<file path="src/design/assert_macros.svh">
// Assertion macros shared by the chunked transfer decoder RTL.
// Standalone header; needs nothing else.
`ifndef ASSERT_MACROS_SVH
`define ASSERT_MACROS_SVH

// Check a property at every rising clock edge outside reset.
`define AST_ALWAYS(label, clk, rst_n, prop, msg) \
	label: assert property (@(posedge clk) disable iff (!rst_n) (prop)) else $error(msg);

// Check that a condition implies another in the next cycle.
`define AST_NEXT(label, clk, rst_n, cond, cons, msg) \
	label: assert property (@(posedge clk) disable iff (!rst_n) (cond) |=> (cons)) \
		else $error(msg);

`endif

</file>
<file path="src/design/chtd_pkg.sv">
// Types, codes and helpers for the chunked transfer decoder.
// No dependencies; used by chtd_step and the core.
package chtd_pkg;

	// Decoder phases, one-hot.
	typedef enum logic [4:0] {
		PH_LEAD   = 5'b00001,
		PH_DIGITS = 5'b00010,
		PH_GAP    = 5'b00100,
		PH_DATA   = 5'b01000,
		PH_HALT   = 5'b10000
	} phase_t;

	// Result codes.
	typedef enum logic [1:0] {
		EV_DATA = 2'd0,
		EV_END  = 2'd1,
		EV_BAD  = 2'd2
	} event_t;

	localparam logic [7:0] CHAR_CR = 8'h0D;
	localparam logic [7:0] CHAR_LF = 8'h0A;
	localparam logic [7:0] CHAR_SP = 8'h20;

	// One decoded result of a step.
	typedef struct packed {
		logic       valid;
		logic [7:0] data;
		event_t     ev;
		logic       last;
	} step_res_t;

	// Hex digit decode.
	typedef struct packed {
		logic       ok;
		logic [3:0] val;
	} hex_t;

	function automatic hex_t hex_decode(input logic [7:0] c);
		hex_t h;
		h.ok  = 1'b1;
		h.val = 4'd0;
		if (c >= 8'h30 && c <= 8'h39) begin
			h.val = c[3:0];
		end else if ((c >= 8'h61 && c <= 8'h66) || (c >= 8'h41 && c <= 8'h46)) begin
			h.val = c[3:0] + 4'd9;
		end else begin
			h.ok = 1'b0;
		end
		return h;
	endfunction

endpackage

</file>
<file path="src/design/chtd_byte_if.sv">
// Input channel carrying one raw body byte per request.
// Standalone interface.
interface chtd_byte_if;
	logic       valid;
	logic       ready;
	logic [7:0] stream_byte;

	modport source (output valid, output stream_byte, input ready);
	modport sink (input valid, input stream_byte, output ready);
endinterface

</file>
<file path="src/design/chtd_result_if.sv">
// Output channel carrying one decoded result per request.
// Standalone interface.
interface chtd_result_if;
	logic       valid;
	logic       ready;
	logic [7:0] payload_byte;
	logic [1:0] event_res;
	logic       chunk_end;

	modport source (output valid, output payload_byte, output event_res, output chunk_end,
		input ready);
	modport sink (input valid, input payload_byte, input event_res, input chunk_end,
		output ready);
endinterface

</file>
<file path="src/design/chtd_step.sv">
// Next-state and result logic for one body byte of the chunked decoder.
// Depends on chtd_pkg.
module chtd_step #(
	parameter int SIZE_BITS = 32,
	parameter int DIGIT_W   = 4
) (
	input  chtd_pkg::phase_t       phase,
	input  logic [SIZE_BITS-1:0]   count,
	input  logic [DIGIT_W-1:0]     digits,
	input  logic [7:0]             data,
	output chtd_pkg::phase_t       phase_next,
	output logic [SIZE_BITS-1:0]   count_next,
	output logic [DIGIT_W-1:0]     digits_next,
	output chtd_pkg::step_res_t    res
);

	localparam int MAX_DIGITS = SIZE_BITS / 4;

	logic                 crlf;
	logic                 ws;
	chtd_pkg::hex_t       hex;
	logic [SIZE_BITS-1:0] eff_count;
	logic [DIGIT_W-1:0]   eff_digits;
	logic [SIZE_BITS-1:0] dec_count;

	// Classify the byte
	assign crlf = (data == chtd_pkg::CHAR_CR) || (data == chtd_pkg::CHAR_LF);
	assign ws   = crlf || (data == chtd_pkg::CHAR_SP);
	assign hex  = chtd_pkg::hex_decode(data);

	// A size line opened from the lead phase starts from zero
	assign eff_count  = (phase == chtd_pkg::PH_LEAD) ? '0 : count;
	assign eff_digits = (phase == chtd_pkg::PH_LEAD) ? '0 : digits;
	assign dec_count  = count - SIZE_BITS'(1);

	// Advance the phase and emit at most one result
	always_comb begin
		phase_next  = phase;
		count_next  = count;
		digits_next = digits;
		res.valid   = 1'b0;
		res.data    = 8'd0;
		res.ev      = chtd_pkg::EV_DATA;
		res.last    = 1'b0;
		unique case (phase) inside
			chtd_pkg::PH_LEAD, chtd_pkg::PH_DIGITS: begin
				if (phase == chtd_pkg::PH_LEAD && ws) begin
					// skip leading whitespace
				end else if (ws) begin
					if (eff_count == '0) begin
						phase_next = chtd_pkg::PH_HALT;
						res.valid  = 1'b1;
						res.ev     = chtd_pkg::EV_END;
					end else begin
						phase_next = chtd_pkg::PH_GAP;
					end
				end else if (!hex.ok || eff_digits >= DIGIT_W'(MAX_DIGITS)) begin
					phase_next = chtd_pkg::PH_HALT;
					res.valid  = 1'b1;
					res.ev     = chtd_pkg::EV_BAD;
				end else begin
					phase_next  = chtd_pkg::PH_DIGITS;
					count_next  = {eff_count[SIZE_BITS-5:0], hex.val};
					digits_next = eff_digits + DIGIT_W'(1);
				end
			end
			chtd_pkg::PH_GAP, chtd_pkg::PH_DATA: begin
				if (phase == chtd_pkg::PH_GAP && crlf) begin
					// drop CR/LF between size line and payload
				end else begin
					count_next = dec_count;
					res.valid  = 1'b1;
					res.data   = data;
					if (dec_count == '0) begin
						phase_next = chtd_pkg::PH_LEAD;
						res.last   = 1'b1;
					end else begin
						phase_next = chtd_pkg::PH_DATA;
					end
				end
			end
			default: begin
				// halted: ignore every byte
			end
		endcase
	end

endmodule

</file>
<file path="src/design/chunked_transfer_decoder_core.sv">
// Chunked transfer body decoder: pipeline registers, state and output stage.
// Depends on chtd_pkg, chtd_byte_if, chtd_result_if, chtd_step, assert_macros.svh.
//
// Usage: feed the chunk-encoded body one byte per request on byte_in. Each
// payload byte comes out on result_out with event_res 0 and chunk_end set on
// the last byte of its chunk; a zero size gives one event_res 1 result and a
// bad size line one event_res 2 result, after which the block ignores input.
// Path: an accepted byte is registered in the input register, decoded from
// there by chtd_step, and any result lands in the result register, which
// drives result_out. Throughput: one byte per cycle while result_out does
// not stall, as the phase update and size counter step are combinational.
// Bytes that produce no result (whitespace, size digits) still advance the decoder.
// Reset (arst_n low) returns to skipping leading whitespace, clears the size
// counter and empties both register stages. When result_out stalls, the
// result register holds its value and one more byte may wait in the input
// register; byte_in.ready then drops until the result is taken.
`include "assert_macros.svh"

module chunked_transfer_decoder_core #(
	parameter int SIZE_BITS = 32
) (
	input  logic                  clk,
	input  logic                  arst_n,
	chtd_byte_if.sink             byte_in,
	chtd_result_if.source         result_out
);

	localparam int MAX_DIGITS = SIZE_BITS / 4;
	localparam int DIGIT_W    = $clog2(MAX_DIGITS + 1);

	chtd_pkg::phase_t     phase_q;
	logic [SIZE_BITS-1:0] count_q;
	logic [DIGIT_W-1:0]   digits_q;

	logic                 valid_s1;
	logic [7:0]           byte_s1;

	logic                 res_valid_q;
	logic [7:0]           payload_q;
	chtd_pkg::event_t     event_q;
	logic                 last_q;

	chtd_pkg::phase_t     phase_next;
	logic [SIZE_BITS-1:0] count_next;
	logic [DIGIT_W-1:0]   digits_next;
	chtd_pkg::step_res_t  step_res;

	logic                 out_free;
	logic                 advance;

	// Handshake control
	assign out_free      = !res_valid_q || result_out.ready;
	assign advance       = valid_s1 && out_free;
	assign byte_in.ready = !valid_s1 || out_free;

	// Decode the registered byte
	chtd_step #(
		.SIZE_BITS (SIZE_BITS),
		.DIGIT_W   (DIGIT_W)
	) u_step (
		.phase       (phase_q),
		.count       (count_q),
		.digits      (digits_q),
		.data        (byte_s1),
		.phase_next  (phase_next),
		.count_next  (count_next),
		.digits_next (digits_next),
		.res         (step_res)
	);

	// Input register
	always_ff @(posedge clk or negedge arst_n) begin
		if (!arst_n) begin
			valid_s1 <= 1'b0;
		end else if (byte_in.ready) begin
			valid_s1 <= byte_in.valid;
		end
	end

	always_ff @(posedge clk) begin
		if (byte_in.ready && byte_in.valid) begin
			byte_s1 <= byte_in.stream_byte;
		end
	end

	// Decoder state: advance once per decoded byte
	always_ff @(posedge clk or negedge arst_n) begin
		if (!arst_n) begin
			phase_q  <= chtd_pkg::PH_LEAD;
			count_q  <= '0;
			digits_q <= '0;
		end else if (advance) begin
			phase_q  <= phase_next;
			count_q  <= count_next;
			digits_q <= digits_next;
		end
	end

	// Result register: load on a new result, drop once taken
	always_ff @(posedge clk or negedge arst_n) begin
		if (!arst_n) begin
			res_valid_q <= 1'b0;
		end else if (advance && step_res.valid) begin
			res_valid_q <= 1'b1;
		end else if (result_out.ready) begin
			res_valid_q <= 1'b0;
		end
	end

	always_ff @(posedge clk) begin
		if (advance && step_res.valid) begin
			payload_q <= step_res.data;
			event_q   <= step_res.ev;
			last_q    <= step_res.last;
		end
	end

	assign result_out.valid        = res_valid_q;
	assign result_out.payload_byte = payload_q;
	assign result_out.event_res    = event_q;
	assign result_out.chunk_end    = last_q;

	// End-of-body and malformed reports halt the decoder
	`AST_NEXT(a_report_halts, clk, arst_n, advance && step_res.valid && step_res.ev != chtd_pkg::EV_DATA, phase_q == chtd_pkg::PH_HALT, "report did not halt decoder")
	// The last byte of a chunk returns to size-line search
	`AST_NEXT(a_last_to_lead, clk, arst_n, advance && step_res.valid && step_res.last, phase_q == chtd_pkg::PH_LEAD && count_q == '0, "chunk end did not reopen size search")
	// A halted decoder produces no new result
	`AST_NEXT(a_halt_silent, clk, arst_n, phase_q == chtd_pkg::PH_HALT && !res_valid_q, !res_valid_q, "result after halt")
	// Digit counter stays within the size width
	`AST_ALWAYS(a_digit_bound, clk, arst_n, digits_q <= DIGIT_W'(MAX_DIGITS), "digit count overflow")

endmodule

</file>
<file path="src/flat_wrapper.sv">
// flat-port wrapper written by rule: the top's interface ports become plain ports
module chunked_transfer_decoder_core_flat 
#(
	parameter int SIZE_BITS = 32
)
  (clk, arst_n, byte_in_valid, byte_in_stream_byte, byte_in_ready, result_out_valid, result_out_payload_byte, result_out_event_res, result_out_chunk_end, result_out_ready);
  chtd_byte_if byte_in_i ();
  chtd_result_if result_out_i ();
  input  logic clk;
  input  logic arst_n;
  input wire logic [$bits(byte_in_i.valid)-1:0] byte_in_valid;
  input wire logic [$bits(byte_in_i.stream_byte)-1:0] byte_in_stream_byte;
  output wire logic [$bits(byte_in_i.ready)-1:0] byte_in_ready;
  output wire logic [$bits(result_out_i.valid)-1:0] result_out_valid;
  output wire logic [$bits(result_out_i.payload_byte)-1:0] result_out_payload_byte;
  output wire logic [$bits(result_out_i.event_res)-1:0] result_out_event_res;
  output wire logic [$bits(result_out_i.chunk_end)-1:0] result_out_chunk_end;
  input wire logic [$bits(result_out_i.ready)-1:0] result_out_ready;
  assign byte_in_i.valid = byte_in_valid;
  assign byte_in_i.stream_byte = byte_in_stream_byte;
  assign byte_in_ready = byte_in_i.ready;
  assign result_out_valid = result_out_i.valid;
  assign result_out_payload_byte = result_out_i.payload_byte;
  assign result_out_event_res = result_out_i.event_res;
  assign result_out_chunk_end = result_out_i.chunk_end;
  assign result_out_i.ready = result_out_ready;
  chunked_transfer_decoder_core #(.SIZE_BITS(SIZE_BITS)) u_core (.clk(clk), .arst_n(arst_n), .byte_in(byte_in_i), .result_out(result_out_i));
endmodule
</file>
<file path="config.mk">
export PLATFORM = sky130hd
export DESIGN_NAME = chunked_transfer_decoder_core_flat
export DESIGN_NICKNAME = d
export VERILOG_FILES = /design/src/design/chtd_pkg.sv /design/src/design/chtd_byte_if.sv /design/src/design/chtd_result_if.sv /design/src/design/chtd_step.sv /design/src/design/chunked_transfer_decoder_core.sv /design/src/flat_wrapper.sv
export VERILOG_INCLUDE_DIRS = /design/src /design/src/design
export SDC_FILE = /design/constraint.sdc
export NUM_CORES = 1
export LEC_CHECK = 0
export BUFFER_PORTS_ARGS = -buffer_cell sky130_fd_sc_hd__buf_2
export CAP_MARGIN = 20
export CORE_ASPECT_RATIO = 0.9
export CORE_MARGIN = 1.5
export CORE_UTILIZATION = 49
export CTS_CLUSTER_DIAMETER = 50
export DETAILED_ROUTE_END_ITERATION = 10
export PLACE_DENSITY = 0.67
export SLEW_MARGIN = 10
export SYNTH_ARGS = -nofsm -noshare
export SYNTH_HDL_FRONTEND = slang
export SYNTH_SLANG_ARGS = --single-unit
</file>
<file path="constraint.sdc">
create_clock -name clk -period 3.1 [get_ports clk]
set_input_delay 0.31 -clock clk [delete_from_list [all_inputs] [get_ports clk]]
set_output_delay 0.31 -clock clk [all_outputs]
set_load 0.02 [all_outputs]
</file>
* Yosys cells after proc, flatten, opt, wreduce, memory -nomap -nowiden *
Cells that the tools add are included.

word-level totals
  bits in registers = 62
  output and inout bits = 13

cells by class
  $add $sub $neg = 3
  $lt $le $gt $ge = 7
  eq/ne operators = 11
  muxes and demuxes = 30
  bitwise operators = 5
  reductions and logical operators = 28

operators by type and width
  cell                   number
  $mux 32                5
  $logic_not 32->1       2
  $pmux 32 s2            1
  $sub 32x1->32 const B  1
  $mux 5                 5
  $eq 8x4->1 const B     2
  $ge 8x7->1 const B     2
  $le 8x7->1 const B     2
  $mux 4                 4
  $mux 1                 10
  $pmux 5 s2             1
  $mux 9                 1
  $eq 8x6->1 const B     1
  $ge 8x6->1 const B     1
  $le 8x6->1 const B     1
  $logic_and 1x1->1      8
  $ne 2x2->1 const B     4
  $reduce_or 2->1        4
  $logic_or 1x1->1       6
  $reduce_and 6->1       1
  $eq 5x1->1 const B     1
  $eq 5x2->1 const B     1
  $eq 5x3->1 const B     1
  $eq 5x4->1 const B     1
  10 further kinds       18

* Longest topological paths before layout *
  depth in word-level cells = 13
  gate-level depth with buffers = 9
  gate-level depth less buffers = 8

* By module *
From an unflattened synthesis, not the netlist that was laid out.

unflattened totals
  cells, all modules = 472
  area total of the unflattened synthesis = 4590.7 um^2

modules (own cells, without submodules)
  module                         instances  cells an instance  area an instance (um^2)  seq. area each (um^2)
  chunked_transfer_decoder_core  1          116                2363.5                   1647.8
  chtd_step                      1          356                2227.1                   0.0

* Least setup slack after synthesis *
OpenSTA, ideal clock, no wires.

  kind = register to register
  start point = reg u_core.count_q[18]
  end point = reg u_core.last_q, in the netlist u_core.result_out.chunk_end (enable)
  arrival time = 2.189 ns
  setup slack = 0.566 ns
  stages on the path, launching flop included = 8
  clock period less this slack = 2.534 ns
  path through = dfrtp_1 buf_6 or4_4 nor4b_1 nand3_1 o31ai_1 nand2_1 nand2_1

between the ends
  word-level cells in the longest chain between the ends = 7

RTL lines
  what                    RTL line                              text
  start, declared         chunked_transfer_decoder_core.sv:32   logic [SIZE_BITS-1:0] count_q;
  start signal, assigned  chunked_transfer_decoder_core.sv:94   count_q <= count_next;
  $mux 32                 chtd_step.sv:32                       assign eff_count = (phase == chtd_pkg::PH_LEAD) ? '0 : count;
  $logic_not 32->1        chtd_step.sv:50                       if (eff_count == '0) begin
  $mux 1                  chtd_step.sv:50
  $mux 1                  chtd_step.sv:49                       end else if (ws) begin
  $mux 1                  chtd_step.sv:47                       if (phase == chtd_pkg::PH_LEAD && ws) begin
  $pmux 1 s2              chtd_step.sv:45                       unique case (phase) inside
  $logic_and 1x1->1       chunked_transfer_decoder_core.sv:111  if (advance && step_res.valid) begin
  end signal, assigned    chunked_transfer_decoder_core.sv:114  last_q <= step_res.last;
  end, declared           chunked_transfer_decoder_core.sv:41   logic last_q;

No other way between the ends.
A chain may end at the register's enable or synchronous reset.

* Final worst setup path *
  start point = reg u_core.count_q[20]
  end point = reg u_core.payload_q[0], in the netlist u_core.result_out.payload_byte[0] (enable)

between the ends
  word-level cells in the longest chain between the ends = 7

RTL lines
  what                  RTL line                              text
  $mux 32               chtd_step.sv:32
  $logic_not 32->1      chtd_step.sv:50
  $mux 1                chtd_step.sv:50
  $mux 1                chtd_step.sv:49
  $mux 1                chtd_step.sv:47
  $pmux 1 s2            chtd_step.sv:45
  $logic_and 1x1->1     chunked_transfer_decoder_core.sv:111
  end signal, assigned  chunked_transfer_decoder_core.sv:112  payload_q <= step_res.data;
  end, declared         chunked_transfer_decoder_core.sv:39   logic [7:0] payload_q;

No other way between the ends.

==> run summary <==
The flow ran to the end, and the final reports show no timing, DRC or antenna violations. The area used by multi-input combinational logic is 1970 sq um. The min-delay analysis places its worst path in the category input pin to register. The post-synthesis xor/xnor area fraction is 0.0163. The top-level port count came out at 25. The cell repeated most along the worst path is nand2_1. Entering global routing, the biggest net connects between 50 and 60 pins.

After synthesis, the largest family of logic cells by area is compound AO/OA/AOI/OAI gates. The starting density of the core came out at 0.502. The number of fill cells came out at approximately 700. The combined buffer and inverter count along the critical path came out at 0. The most frequently used flop master after synthesis is dfrtp_1.

The proportion of power drawn by flip-flops and latches is 0.436. The total congestion overflow after global routing came out at 0. The number of port buffers is 24.

The count of placed standard cells in the final layout, fillers left out is ~550. In this run the tightest slew margin relative to its limit is 0.616. The final weighted congestion in routability-driven placement is 0.893. The number of enable-type register cells in the synthesized netlist came out at 19. The peak fanout along the critical path is 11.

For this design the static power due to leakage is roughly 1.7 nW. On the final layout, the worst hold slack is between 100 and 150 ps. The logic gate share of total power is 0.317. The netlist uses between 60 and 70 different library cells. The worst path needs 2770 ps of the cycle, external delays included.

The adder and majority gate portion of the synthesized area came out at 0.0233. The total wirelength of the detailed-routed design is 9.68 mm. The post-synth net total came out at roughly 430. Of the total synthesized cell area, the portion taken by AND, OR, NAND and NOR gates is 0.229.

The power after layout came out at between 3 and 4 mW. The share of the clock period used by the worst path after layout is 0.894. The internal power of the cells totals approximately 1.9 mW. The wire length of the first global-routing pass is between 15 and 20 mm. The number of global-route vias before repair came out at between 3000 and 4000.

The post-route core utilization is 0.572. Compared with the post-synthesis result, the final layout area differs by 14.0%. The category of the critical setup timing path is register to register. Setup repair after global routing left no endpoint under its margin.

In this design, the largest share of critical-path delay is due to simple AND/OR/NAND/NOR gates. The number of synthesis warnings came out at 0. The slowest stage of the critical path belongs to the cell or4_4. The delay contributed by the slowest stage of the critical path is 550 ps.

The final-stage net count came out at roughly 460. The width of the die is ~95 um. The total routing resource utilization after global routing came out at 0.254.

The pre-antenna-repair detailed-routing pass consisted of 5 iterations. The register bit total from synthesis came out at just over 60. The number of levels in the clock H-tree is 3. The type of element launching the critical path is a register. The area of the core region is ~7500 sq um. The via density per instance is about 6.4. For this run, design rule violations remaining after detail routing come to 0. The number of setup buffers added after CTS came out at 0. The number of hold violations in the final report came to 0. The count of endpoints failing setup in the final report came out at 0. The total power density per cell area came out at just over 700 nW/um^2. In this run, the number of DRC markers left after iteration 0 of detailed routing was just under 300. After routing, the total negative slack on setup checks comes to 0 ps. The power dissipated by switching net loads came out at ~1.2 mW. The clock network fraction of design power came out at 0.248. Averaged over all synthesized cells, the footprint is 9.12 sq um.

In this run, placement finished with an instance count of 527. The fraction of power spent switching nets came out at 0.400. The max-capacitance violation count is 0. Buffers inserted during clock tree synthesis total 9. The die is 86.2 um tall. The worst setup path is captured at a register. The cell area that synthesis handed to floorplanning was 3760 sq um. Across the whole layout, storage elements account for roughly 1600 sq um. The worst voltage drop across the vdd grid came out at between 0.4 and 0.5 mV. The ratio of cells with drive above 1 in the final layout is 0.167.

The multiplexer share of the synthesized area is 0.00831. The floorplan has 30 rows. The share of the Yosys chip area taken by registers is 0.438.

The slew at the pin closest to its max-slew limit is about 570 ps. The CTS clock-pin slew for the worst setup and hold paths is ~80 ps. The final clock skew is about 10 ps.

The later pin in the worst-skew pair is clocked with a latency of between 300 and 400 ps. The number of antenna violations at the first check in global routing was 0. The upper clock frequency limit is between 0.3 and 0.4 GHz. TritonCTS built the clock tree. The cell count after synthesis is 413. The routed length per instance came out at between 15 and 20 um. The compound-cell area share of the yosys netlist is 0.242.

Walking the worst path, the cells encountered are or4_4, nor4b_2, nand3_1, o31ai_1, nand2_1, nand2_1. The data arrival time of the worst path is ~2800 ps. The die area is slightly above 8000 sq um.

The sink count of the clock tree came out at 62. The cell at the root of the clock tree is clkbuf_8. The max-slew violation count came out at 0. The half-perimeter wire length after detailed placement came out at around 6.7 mm. The number of vias after detailed routing is between 3000 and 4000. The largest buffer count on any clock path is 2. Data on the critical path is required at its endpoint by between 3000 and 4000 ps. The number of nets still failing antenna checks after routing came out at 0. The fraction of synthesis flops using an asynchronous set or reset pin is 0.694.

The number of antenna diodes in the final layout is 0.
-- registers in the layout, indices dropped and copies added (netlist names) --
signal	cells
u_core.count_q	32
u_core.byte_s1	8
u_core.result_out.payload_byte	8
u_core.phase_q	5
u_core.digits_q	4
u_core.result_out.event_res	2
u_core.result_out.chunk_end	1
u_core.result_out.valid	1
u_core.valid_s1	1
-- Yosys cell counts, types with 2 or more instances --
cell	instances	area, sq um
dfrtp_1	42	1050
o21ai_0	40	200
a21oi_1	32	160
nor2_1	32	120
nand2_1	24	90.1
nor3_1	22	110
edfxtp_1	19	571
clkbuf_1	17	63.8
inv_1	16	60.1
and2_1	12	75.1
a32oi_1	10	87.6
a31oi_1	9	56.3
nor4_1	9	56.3
nand3_1	8	40.0
a22oi_1	7	52.6
ha_1	7	87.6
o22ai_1	7	43.8
nand2b_1	6	37.5
nand4_1	6	37.5
or4_1	5	37.5
and3_1	4	25.0
o211ai_1	4	30.0
o21ai_1	4	20.0
o2bb2ai_1	4	35.0
xor2_1	4	35.0
nor3b_1	3	22.5
o21a_1	3	22.5
o22a_1	3	26.3
o32ai_1	3	26.3
xnor2_1	3	26.3
a22o_1	2	17.5
buf_2	2	10.0
buf_6	2	22.5
mux2i_1	2	20.0
nand3b_1	2	15.0
nor4_2	2	25.0
nor4b_1	2	17.5
o2111ai_1	2	17.5
o31ai_1	2	15.0
or3_1	2	12.5
or3_2	2	15.0
or4_4	2	22.5
-- per-layer routing --
layer  part of all wire  vias up  wire [um]  global-route usage
li1                   -     1650          -                   -
met1               0.46     1671       4410               0.356
met2               0.46      134       4480               0.397
met3              0.063       19        607              0.0523
met4              0.018        0        174              0.0762
met5                  0        -          0                   0
-- worst paths after layout --
kind	startpoint	end	slack [ps]	cells past startpoint
max	u_core.count_q[20]	u_core.result_out.payload_byte[0]	330	6
min	byte_in_stream_byte[7]	u_core.byte_s1[7]	130	1
max in group asynchronous	arst_n	u_core.phase_q[0]	2250	3
min in group asynchronous	arst_n	u_core.digits_q[2]	340	2
min reg2reg	u_core.count_q[30]	u_core.count_q[30]	540	2
max reg2reg	u_core.count_q[20]	u_core.result_out.payload_byte[0]	330	6
-- through the flow --
step,worst slack (ps),area [sq um]
after floorplan,566,3760
after global placement,303,4030
after detailed placement,214,4030
after CTS,193,4250
after global routing,111,4290
final,327,4290
-- logic make-up after synthesis --
group / Yosys count
AND/OR/NAND/NOR: 153
AO/OA/AOI/OAI: 143
flip-flops: 62
buffers and inverters: 38
XOR/XNOR: 7
adder cells (fa/ha/maj): 7
multiplexers: 3
-- timing repair --
item                                   4_1_cts  5_1_grt
endpoints found under the hold margin        0        8
resized for setup                            0        1
setup endpoints to repair                    0       11
hold buffers                                 0        1
-- cell type report --
class | count | area share
Multi-Input combinational cell | 313 | 0.460
Sequential cell | 62 | 0.384
Timing Repair Buffer | 42 | 0.0630
Clock buffer | 12 | 0.0437
Tap cell | 96 | 0.0280
Inverter | 16 | 0.0140
Clock inverter | 4 | 0.00758
-- cells in the final DEF, fill, tap and decap left out, drive strengths merged, types with 3 or more instances in the layout --
cell type / netlist / final
xnor2: 3 / 3
nand3: 8 / 8
or3: 4 / 4
nor2: 32 / 32
nand2b: 6 / 6
nor3b: 3 / 3
and2: 13 / 13
ha: 7 / 7
o32ai: 3 / 3
o22a: 3 / 3
clkbuf: 17 / 12
nand2: 24 / 24
dfrtp: 42 / 42
buf: 5 / 41
nor3: 23 / 23
or4: 7 / 7
o211ai: 4 / 4
a31oi: 9 / 9
o2bb2ai: 4 / 4
a32oi: 10 / 10
and3: 4 / 4
o22ai: 7 / 7
nand4: 7 / 7
inv: 16 / 17
xor2: 4 / 4
o21a: 3 / 3
o21ai: 44 / 44
a22oi: 7 / 7
edfxtp: 19 / 19
a21oi: 32 / 32
nor4: 11 / 11
-- power groups by stage --
stage | clock network, mW | registers [mW] | logic, mW
5_1_grt | 0.814 | 1.37 | 1.09
4_1_cts | 0.780 | 1.33 | 0.956
3_3_place_gp | 0 | 1.34 | 0.945
6_report | 0.764 | 1.34 | 0.976
3_5_place_dp | 0 | 1.35 | 0.947
2_1_floorplan | 0 | 1.23 | 0.762
Power figures use the tool's default switching activity.
